$ cat config.mk
export PLATFORM = sky130hd
export DESIGN_NAME = aligned_pool_bump_allocator_top
export DESIGN_NICKNAME = d
export VERILOG_FILES = /design/src/design/apba_pkg.sv /design/src/design/apba_div.sv /design/src/design/aligned_pool_bump_allocator_top.sv
export SDC_FILE = /design/constraint.sdc
export NUM_CORES = 2
export LEC_CHECK = 0
export BUFFER_PORTS_ARGS = -buffer_cell sky130_fd_sc_hd__buf_2
export CAP_MARGIN = 20
export CORE_MARGIN = 2
export CORE_UTILIZATION = 40
export DETAILED_ROUTE_END_ITERATION = 10
export PLACE_DENSITY = 0.57
export SKIP_LAST_GASP = 1
export SYNTH_ARGS = -nofsm -noshare
export SYNTH_HDL_FRONTEND = slang
export SYNTH_HIERARCHICAL = 1
export SYNTH_SLANG_ARGS = --single-unit
$ cat constraint.sdc
create_clock -name clock -period 13.35 [get_ports clock]
set_input_delay 2.67 -clock clock [delete_from_list [all_inputs] [get_ports clock]]
set_output_delay 2.67 -clock clock [all_outputs]
set_load 0.02 [all_outputs]
$ cat src/design/apba_pkg.sv
// ----------------------------------------------------------------------------
// apba_pkg: shared definitions of the aligned pool bump allocator
// Widths, word layouts, register indexes, request kinds and status codes.
// ----------------------------------------------------------------------------
package apba_pkg;

   localparam int POOLS     = 4;
   localparam int POOL_W    = (POOLS > 1) ? $clog2(POOLS) : 1;
   localparam int SZ_W      = 36;
   localparam int AL_W      = 32;
   localparam int BASE_W    = 17;
   localparam int TYPE_W    = 5;
   localparam int TMASK_W   = 32;
   localparam int CSR_IDX_W = 3;
   localparam int CSR_DAT_W = 36;
   localparam int CNT_W     = $clog2(SZ_W + 1);

   localparam int REQ_TDATA_W = 104;
   localparam int REQ_TUSER_W = 4;
   localparam int RSP_TDATA_W = 112;

   localparam logic [BASE_W-1:0] BASE_ALIGN_RESET = BASE_W'(64);

   typedef enum logic [2:0] {
      ST_OK            = 3'd0,
      ST_BAD_HANDLE    = 3'd1,
      ST_WRONG_KIND    = 3'd2,
      ST_ZERO_SIZE     = 3'd3,
      ST_TYPE_MISMATCH = 3'd4,
      ST_BAD_ALIGN     = 3'd5,
      ST_POOL_FULL     = 3'd6
   } status_type;

   typedef enum logic [1:0] {
      KIND_IMAGE   = 2'd0,
      KIND_BUFFER  = 2'd1,
      KIND_TEXTURE = 2'd2,
      KIND_UNKNOWN = 2'd3
   } kind_type;

   typedef enum logic [CSR_IDX_W-1:0] {
      CSR_BASE_ALIGN  = 3'd0,
      CSR_POOL_SIZE_0 = 3'd1,
      CSR_POOL_SIZE_1 = 3'd2,
      CSR_POOL_SIZE_2 = 3'd3,
      CSR_POOL_SIZE_3 = 3'd4,
      CSR_POOL_DEVICE = 3'd5,
      CSR_DEVICE_TYPE = 3'd6,
      CSR_HOST_TYPE   = 3'd7
   } csr_index_type;

endpackage

$ cat src/design/apba_div.sv
// ----------------------------------------------------------------------------
// apba_div: bit-serial remainder unit
// Restoring radix-2 division, one dividend bit per cycle; returns the
// remainder only. done pulses for one cycle when remainder is valid.
// ----------------------------------------------------------------------------
module apba_div (
   input  logic                       clock,
   input  logic                       reset,
   input  logic                       start,
   input  logic [apba_pkg::SZ_W-1:0]  dividend,
   input  logic [apba_pkg::AL_W-1:0]  divisor,
   output logic                       done,
   output logic [apba_pkg::AL_W-1:0]  remainder
);

   logic [apba_pkg::SZ_W-1:0]  num_ff;
   logic [apba_pkg::AL_W-1:0]  rem_ff;
   logic [apba_pkg::AL_W-1:0]  den_ff;
   logic [apba_pkg::CNT_W-1:0] cnt_ff;
   logic                       busy_ff;
   logic                       done_ff;
   logic [apba_pkg::AL_W:0]    trial;
   logic [apba_pkg::AL_W:0]    diff;

   assign trial = {rem_ff, num_ff[apba_pkg::SZ_W-1]};
   assign diff  = trial - {1'b0, den_ff};

   always_ff @(posedge clock) begin
      if (reset) begin
         busy_ff <= 1'b0;
         done_ff <= 1'b0;
         cnt_ff  <= '0;
      end else begin
         done_ff <= 1'b0;
         if (start) begin
            num_ff  <= dividend;
            den_ff  <= divisor;
            rem_ff  <= '0;
            cnt_ff  <= apba_pkg::CNT_W'(apba_pkg::SZ_W);
            busy_ff <= 1'b1;
         end else if (busy_ff) begin
            rem_ff <= diff[apba_pkg::AL_W] ? trial[apba_pkg::AL_W-1:0]
                                           : diff[apba_pkg::AL_W-1:0];
            num_ff <= {num_ff[apba_pkg::SZ_W-2:0], 1'b0};
            cnt_ff <= cnt_ff - 1'b1;
            if (cnt_ff == apba_pkg::CNT_W'(1)) begin
               busy_ff <= 1'b0;
               done_ff <= 1'b1;
            end
         end
      end
   end

   assign done      = done_ff;
   assign remainder = rem_ff;

endmodule

$ cat src/design/aligned_pool_bump_allocator_top.sv
// ----------------------------------------------------------------------------
// aligned_pool_bump_allocator_top: aligned per-pool bump allocator
// Checks a request, aligns size and pool offset with a shared bit-serial
// remainder unit, advances the pool offset and its high-water mark.
//
//  channel | dir | handshake          | payload
//  req     | in  | req_tvalid/tready  | req_tdata, req_tuser
//  rsp     | out | rsp_tvalid/tready  | rsp_tdata
//  csr     | in  | csr_valid/ready    | csr_index, csr_wdata
//
// A word that passes the early checks runs up to three remainders in turn
// (alignment check, size pad, offset pad), each with issue, load, one step per
// dividend bit and hand-back, then the range and fit checks and result load.
// A word rejected by the early checks goes straight to the result state.
// Synchronous reset clears every pool offset and mark at once.
// The result waits in an output register; the next word is taken in the
// cycle after it is loaded; a stall delays only the next result's load.
// ----------------------------------------------------------------------------
module aligned_pool_bump_allocator_top (
   input  logic                                clock,
   input  logic                                reset,
   input  logic                                req_tvalid,
   output logic                                req_tready,
   // [0] handle_valid, [36:1] req_size, [68:37] req_alignment,
   // [100:69] req_type_mask, [103:101] zero
   input  logic [apba_pkg::REQ_TDATA_W-1:0]    req_tdata,
   // [1:0] req_type, [3:2] pool_sel
   input  logic [apba_pkg::REQ_TUSER_W-1:0]    req_tuser,
   output logic                                rsp_tvalid,
   input  logic                                rsp_tready,
   // [0] ok, [3:1] status, [39:4] bound_offset, [75:40] bound_size,
   // [111:76] pool_high_water
   output logic [apba_pkg::RSP_TDATA_W-1:0]    rsp_tdata,
   input  logic                                csr_valid,
   output logic                                csr_ready,
   input  logic [apba_pkg::CSR_IDX_W-1:0]      csr_index,
   input  logic [apba_pkg::CSR_DAT_W-1:0]      csr_wdata
);

   typedef enum logic [3:0] {
      S_IDLE, S_ALIGN, S_RANGE, S_SIZE, S_SPAD, S_OFF, S_OPAD, S_FIT, S_DONE
   } state_type;

   localparam int SZ_W = apba_pkg::SZ_W;
   localparam int AL_W = apba_pkg::AL_W;

   // configuration
   logic [apba_pkg::BASE_W-1:0] base_align_ff;
   logic [SZ_W-1:0]             pool_size_ff [apba_pkg::POOLS];
   logic [3:0]                  pool_device_ff;
   logic [apba_pkg::TYPE_W-1:0] device_type_ff;
   logic [apba_pkg::TYPE_W-1:0] host_type_ff;

   // pool state
   logic [SZ_W-1:0] pool_offset_ff [apba_pkg::POOLS];
   logic [SZ_W-1:0] pool_usage_ff  [apba_pkg::POOLS];

   // request fields
   logic [1:0]                   in_kind;
   logic [1:0]                   in_sel;
   logic                         in_handle;
   logic [SZ_W-1:0]              in_size;
   logic [AL_W-1:0]              in_align;
   logic [apba_pkg::TMASK_W-1:0] in_tmask;

   // early checks
   logic [apba_pkg::TYPE_W-1:0]  pool_type;
   logic [apba_pkg::TYPE_W-1:0]  check_type;
   logic [AL_W-1:0]              base_eff;
   logic [AL_W-1:0]              align_hi;
   logic [AL_W-1:0]              align_lo;
   apba_pkg::status_type         early_status;

   // working registers
   state_type                    state_ff;
   apba_pkg::status_type         status_ff;
   logic [apba_pkg::POOL_W-1:0]  idx_ff;
   logic                         in_range_ff;
   logic [SZ_W-1:0]              size_ff;
   logic [AL_W-1:0]              align_ff;
   logic [AL_W-1:0]              pad_ff;
   logic [SZ_W-1:0]              rsize_ff;
   logic [SZ_W-1:0]              off_ff;
   logic                         rsp_valid_ff;
   logic [apba_pkg::RSP_TDATA_W-1:0] rsp_data_ff;

   // divider
   logic                         div_start_ff;
   logic [SZ_W-1:0]              div_num_ff;
   logic [AL_W-1:0]              div_den_ff;
   logic                         div_done;
   logic [AL_W-1:0]              div_rem;
   logic [AL_W-1:0]              pad_val;

   logic [SZ_W-1:0]              cap;
   logic [SZ_W-1:0]              off_cur;
   logic [SZ_W-1:0]              new_off;
   logic                         ok_now;
   logic [SZ_W-1:0]              hw_now;

   assign in_kind   = req_tuser[1:0];
   assign in_sel    = req_tuser[3:2];
   assign in_handle = req_tdata[0];
   assign in_size   = req_tdata[36:1];
   assign in_align  = req_tdata[68:37];
   assign in_tmask  = req_tdata[100:69];

   assign pool_type  = pool_device_ff[in_sel] ? device_type_ff : host_type_ff;
   assign check_type = (in_kind == apba_pkg::KIND_IMAGE) ? device_type_ff : pool_type;
   assign base_eff   = (base_align_ff == '0) ? AL_W'(1) : AL_W'(base_align_ff);
   assign align_hi   = (in_align >= base_eff) ? in_align : base_eff;
   assign align_lo   = (in_align >= base_eff) ? base_eff : in_align;

   always_comb begin
      if (!in_handle) begin
         early_status = apba_pkg::ST_BAD_HANDLE;
      end else if (in_kind == apba_pkg::KIND_UNKNOWN) begin
         early_status = apba_pkg::ST_WRONG_KIND;
      end else if (in_kind == apba_pkg::KIND_TEXTURE && pool_type != device_type_ff) begin
         early_status = apba_pkg::ST_WRONG_KIND;
      end else if (in_size == '0) begin
         early_status = apba_pkg::ST_ZERO_SIZE;
      end else if (!in_tmask[check_type]) begin
         early_status = apba_pkg::ST_TYPE_MISMATCH;
      end else if (in_align == '0) begin
         early_status = apba_pkg::ST_BAD_ALIGN;
      end else begin
         early_status = apba_pkg::ST_OK;
      end
   end

   assign cap     = pool_size_ff[idx_ff];
   assign off_cur = pool_offset_ff[idx_ff];
   assign new_off = off_ff + rsize_ff;
   assign pad_val = (div_rem == '0) ? '0 : align_ff - div_rem;
   assign ok_now  = (status_ff == apba_pkg::ST_OK);
   assign hw_now  = in_range_ff ? pool_usage_ff[idx_ff] : '0;

   apba_div u_div (
      .clock     (clock),
      .reset     (reset),
      .start     (div_start_ff),
      .dividend  (div_num_ff),
      .divisor   (div_den_ff),
      .done      (div_done),
      .remainder (div_rem)
   );

   // configuration writes
   always_ff @(posedge clock) begin
      if (reset) begin
         base_align_ff  <= apba_pkg::BASE_ALIGN_RESET;
         pool_device_ff <= '0;
         device_type_ff <= '0;
         host_type_ff   <= '0;
         for (int p = 0; p < apba_pkg::POOLS; p++) begin
            pool_size_ff[p] <= '0;
         end
      end else if (csr_valid) begin
         case (csr_index)
            apba_pkg::CSR_BASE_ALIGN:  base_align_ff  <= csr_wdata[apba_pkg::BASE_W-1:0];
            apba_pkg::CSR_POOL_DEVICE: pool_device_ff <= csr_wdata[3:0];
            apba_pkg::CSR_DEVICE_TYPE: device_type_ff <= csr_wdata[apba_pkg::TYPE_W-1:0];
            apba_pkg::CSR_HOST_TYPE:   host_type_ff   <= csr_wdata[apba_pkg::TYPE_W-1:0];
            default: begin
               for (int p = 0; p < apba_pkg::POOLS; p++) begin
                  if (32'(csr_index) == 32'(apba_pkg::CSR_POOL_SIZE_0) + p) begin
                     pool_size_ff[p] <= csr_wdata[SZ_W-1:0];
                  end
               end
            end
         endcase
      end
   end

   // request sequencer
   always_ff @(posedge clock) begin
      if (reset) begin
         state_ff     <= S_IDLE;
         rsp_valid_ff <= 1'b0;
         div_start_ff <= 1'b0;
         for (int p = 0; p < apba_pkg::POOLS; p++) begin
            pool_offset_ff[p] <= '0;
            pool_usage_ff[p]  <= '0;
         end
      end else begin
         if (rsp_valid_ff && rsp_tready && state_ff != S_DONE) begin
            rsp_valid_ff <= 1'b0;
         end
         case (state_ff)
            S_IDLE: begin
               if (req_tvalid) begin
                  idx_ff      <= apba_pkg::POOL_W'(in_sel);
                  in_range_ff <= (32'(in_sel) < apba_pkg::POOLS);
                  size_ff     <= in_size;
                  align_ff    <= align_hi;
                  status_ff   <= early_status;
                  div_num_ff  <= SZ_W'(align_hi);
                  div_den_ff  <= align_lo;
                  if (early_status == apba_pkg::ST_OK) begin
                     div_start_ff <= 1'b1;
                     state_ff     <= S_ALIGN;
                  end else begin
                     state_ff <= S_DONE;
                  end
               end
            end
            S_ALIGN: begin
               div_start_ff <= 1'b0;
               if (div_done) begin
                  if (div_rem != '0) begin
                     status_ff <= apba_pkg::ST_BAD_ALIGN;
                     state_ff  <= S_DONE;
                  end else begin
                     state_ff <= S_RANGE;
                  end
               end
            end
            S_RANGE: begin
               if (!in_range_ff || size_ff > cap || off_cur > cap) begin
                  status_ff <= apba_pkg::ST_POOL_FULL;
                  state_ff  <= S_DONE;
               end else begin
                  div_num_ff   <= size_ff;
                  div_den_ff   <= align_ff;
                  div_start_ff <= 1'b1;
                  state_ff     <= S_SIZE;
               end
            end
            S_SIZE: begin
               div_start_ff <= 1'b0;
               if (div_done) begin
                  pad_ff   <= pad_val;
                  state_ff <= S_SPAD;
               end
            end
            S_SPAD: begin
               if (SZ_W'(pad_ff) > cap - size_ff) begin
                  status_ff <= apba_pkg::ST_POOL_FULL;
                  state_ff  <= S_DONE;
               end else begin
                  rsize_ff     <= size_ff + SZ_W'(pad_ff);
                  div_num_ff   <= off_cur;
                  div_den_ff   <= align_ff;
                  div_start_ff <= 1'b1;
                  state_ff     <= S_OFF;
               end
            end
            S_OFF: begin
               div_start_ff <= 1'b0;
               if (div_done) begin
                  pad_ff   <= pad_val;
                  state_ff <= S_OPAD;
               end
            end
            S_OPAD: begin
               if (SZ_W'(pad_ff) > cap - off_cur) begin
                  status_ff <= apba_pkg::ST_POOL_FULL;
                  state_ff  <= S_DONE;
               end else begin
                  off_ff   <= off_cur + SZ_W'(pad_ff);
                  state_ff <= S_FIT;
               end
            end
            S_FIT: begin
               if (rsize_ff > cap - off_ff) begin
                  status_ff <= apba_pkg::ST_POOL_FULL;
               end else begin
                  pool_offset_ff[idx_ff] <= new_off;
                  if (new_off >= pool_usage_ff[idx_ff]) begin
                     pool_usage_ff[idx_ff] <= new_off;
                  end
               end
               state_ff <= S_DONE;
            end
            S_DONE: begin
               if (!rsp_valid_ff || rsp_tready) begin
                  rsp_valid_ff <= 1'b1;
                  rsp_data_ff  <= {hw_now,
                                   ok_now ? rsize_ff : {SZ_W{1'b0}},
                                   ok_now ? off_ff : {SZ_W{1'b0}},
                                   status_ff,
                                   ok_now};
                  state_ff     <= S_IDLE;
               end
            end
            default: state_ff <= S_IDLE;
         endcase
      end
   end

   assign req_tready = (state_ff == S_IDLE);
   assign rsp_tvalid = rsp_valid_ff;
   assign rsp_tdata  = rsp_data_ff;
   assign csr_ready  = 1'b1;

endmodule

==> metrics.log <==
INFO  metric total_wire_length = 177000 um
INFO  metric place.gp.congestion = 0.920
INFO  metric cts_root_buffer = clkbuf_16
INFO  metric run_status = finished, final reports clean
INFO  metric floorplan.die.height = 377 um
INFO  metric synthesis.yosys.warnings = 6
INFO  metric htree_num_levels = 3
INFO  metric power.density = 129 nW/um2
INFO  metric clk_pin_slew_worst_paths = 0.06 ns
INFO  metric switchingPower = 0.00233 W
INFO  metric num-nets-final = 5872
INFO  metric pre_cts_ws = 3.33 ns
INFO  metric net_switching_share_of_the_total_power = 0.287
INFO  metric cpMostUsedCell = buf_4
INFO  metric post_synth_num_cell_types = 98
INFO  metric coreArea = 138000 um2
INFO  metric io_buffer_count = 262
INFO  metric combPwrFrac = 0.205
INFO  metric setup.worst_path.start_class = flip-flop
INFO  metric postCtsSetupBuffers = 0
INFO  metric dpl_cell_area = 59200 um2
INFO  metric cts_tree = done
INFO  metric setup_total_negative_slack = 0 ns
INFO  metric timing_worst_slew_pin_value = 1.24 ns
INFO  metric area_growth = 12.9%
INFO  metric mappedNetlistNets = 5629
INFO  metric synth_commonest_cells = edfxtp_1 (889), nor2_1 (490), ha_1 (424)
INFO  metric insertion_delay = 0.73 ns
INFO  metric clk_path_buf_depth = 3
INFO  metric die_w = 377 um
INFO  metric yosys_register_bits = 936
INFO  metric worst_slack = 3.00 ns
INFO  metric cts_made_buffers = 104
INFO  metric yosys.area.top_type_share = 0.480
INFO  metric drt-initial-drc-count = 4149
INFO  metric busiest_layer = met2
INFO  metric max-slew-margin-rel = 0.168
INFO  metric int_power = 0.00580 W
INFO  metric dp.cells = 6973
INFO  metric synth_ff_type = edfxtp_1
INFO  metric detail_route.drc_violations = 0
INFO  metric leakage = 25.0 nW
INFO  metric unrepaired_setup_endpoints_after_global_routing = false
INFO  metric timing.final.hold_violations = 0
INFO  metric dp.final_hpwl = 133000 um
INFO  metric max_cap_violations = 0
INFO  metric floorplan.die_area = 142000 um2
INFO  metric required_time_reported_for_the_critical_path_endpoint = 13.73 ns
INFO  metric multi_input_comb_area = 26000 um2
INFO  metric aggregate_global_routing_overflow = 0
INFO  metric post_synthesis_area_per_instance = 11.0 um2
INFO  metric slew_violations = 0
INFO  metric met1_usage = 0.347
INFO  metric layout-drive-gt1-share = 0.137
INFO  metric final_design_area_no_fill = 62800 um2
INFO  metric layout.filler_cells = 12900
INFO  metric layout.cells.non_filler = 7168
INFO  metric seq_area_frac_synth = 0.497
INFO  metric finalWorstPathRequiredPeriod = 10.35 ns
INFO  metric pwr-share-clk = 0.374
INFO  metric antenna_found_initial = 19
INFO  metric synthesis.area = 55700 um2
INFO  metric crit_path_max_fanout = 38
INFO  metric first_global_vias = 38100
INFO  metric fmax = 96.6 MHz
INFO  metric globalRouteMet3Util = 0.0349
INFO  metric cts_resized = 0
INFO  metric setup.worst_path.end_class = flip-flop
INFO  metric critPathArrivalTime = 10.73 ns
INFO  metric final_critical_path_share_of_the_clock_period = 0.775
INFO  metric drtPass1Iterations = 6
INFO  metric route.detailed.wl_per_inst = 24.7 um
INFO  metric slowest_delay = 0.91 ns
INFO  metric crit_slowest_cell = or2_2
INFO  metric route.antenna.remaining_nets = 0
INFO  metric grtUsageTotal = 0.245
INFO  metric starting_density_of_the_core = 0.404
INFO  metric ir_drop = 0.0928 mV
INFO  metric grt_pass1_wl = 258000 um
INFO  metric vias = 40900
INFO  metric grt_max_degree = 84
INFO  metric cts_num_sinks = 936
INFO  metric synthArstFlopShare = 0
INFO  metric ios = 267
INFO  metric worst-setup-path-type = reg -> reg
INFO  metric clock-skew-final = 0.0330 ns
INFO  metric min_path_type = reg -> reg
INFO  metric synthCells = 5045
INFO  metric synthMostInstantiatedCell = edfxtp_1
INFO  metric finish.utilization = 0.456
INFO  metric power_frac_seq = 0.421
INFO  metric synth-edff-count = 889
INFO  metric synth_area_leader_cell = edfxtp_1
INFO  metric count_of_hold_buffers_inserted_by_post_cts_repair = 0
INFO  metric ys_top_cells_by_area = edfxtp_1 (48%), ha_1 (9.5%), mux4_2 (4.4%), nor2_1 (3.3%), a21oi_1 (3.0%)
INFO  metric row_count = 136
INFO  metric finalSetupViolCount = 0
INFO  metric global_route.usage.met2 = 0.385
INFO  metric ff_latch_area = 27600 um2
INFO  metric detail_routed_via_count_per_cell = 5.70
-- power groups by stage --
stage / clock network, W / logic (W) / registers (W)
final: 0.00304 / 0.00167 / 0.00342
after global routing: 0.00321 / 0.00183 / 0.00343
after CTS: 0.00310 / 0.00165 / 0.00342
after detailed placement: 0 / 0.00163 / 0.00348
after global placement: 0 / 0.00162 / 0.00348
after floorplan: 0 / 0.00115 / 0.00347
-- per-stage QoR --
stage               total power [W]  hold slack (ns)
finish                      0.00813            0.417
global route                0.00847            0.421
CTS                         0.00817            0.418
detailed placement          0.00511            0.405
global placement            0.00510            0.402
floorplan                   0.00462            0.400
-- kinds of logic after synthesis --
family	Yosys count	share of synthesized area
simple gates	1544	0.136
compound gates	1121	0.131
flops	936	0.497
buf+inv	573	0.0393
fa+ha+maj	432	0.0982
xor+xnor	227	0.0357
mux	211	0.0638
other cells	1	0.0000674
-- layout make-up --
cell class / count / area share
Tap cell: 1794 / 0.0357
Antenna cell: 2 / 0.0000797
Sequential cell: 936 / 0.440
Clock buffer: 123 / 0.0442
Clock inverter: 67 / 0.0124
Timing Repair Buffer: 332 / 0.0304
Multi-Input combinational cell: 3536 / 0.414
Inverter: 378 / 0.0226
-- layout by cell type (no fill, tap or decap), types with 161 or more instances in the layout --
master / n
edfxtp_1: 889
ha_1: 424
inv_1: 377
nand2_1: 290
nor2_1: 483
a21o_1: 161
a21oi_1: 332
and2_1: 247
buf_2: 262
o21ai_0: 224
-- final timing paths --
| path | start | to | slack, ns | cells after the start |
|---|---|---|---|---|
| max | flip-flop | pool_usage_ff[0][12] | 3.00 | 27 |
| min | div_den_ff[8] | u_div/den_ff[8] | 0.42 | 0 |
| max reg2reg | flip-flop | pool_usage_ff[0][12] | 3.00 | 27 |
| min reg2reg | div_den_ff[8] | u_div/den_ff[8] | 0.42 | 0 |
-- worst max-delay path, delay by kind of cell, from the launching register on --
| kind | cells | cell delay, ns |
|---|---|---|
| XOR/XNOR | 1 | 0.08 |
| AO/OA/AOI/OAI | 8 | 3.24 |
| buffers and inverters | 4 | 1.64 |
| adder cells (fa/ha/maj) | 2 | 0.69 |
| flip-flops | 1 | 0.64 |
| AND/OR/NAND/NOR | 11 | 3.11 |
| multiplexers | 1 | 0.50 |
-- sequential cells by signal, summed over array words and instances, names as in the netlist, 2 cells and up, named ones only --
name             cells
pool_offset_ff     144
div_num_ff          36
pool_usage_ff      144
u_div/den_ff        32
u_div/num_ff        36
align_ff            32
size_ff             36
div_den_ff          32
pool_device_ff       4
u_div/cnt_ff         6
device_type_ff       5
status_ff            3
pool_size_ff       144
rsize_ff            36
pad_ff              32
off_ff              36
state_ff             4
base_align_ff       17
idx_ff               2
host_type_ff         5
u_div/remainder     32
rsp_tdata          112
-- routing by layer --
layer,wire length (um),part of all wire
met3,12100,0.069
met1,78200,0.44
met4,5350,0.030
met5,0,0
met2,81200,0.46
Note: power is estimated with default switching activity, not from simulation.
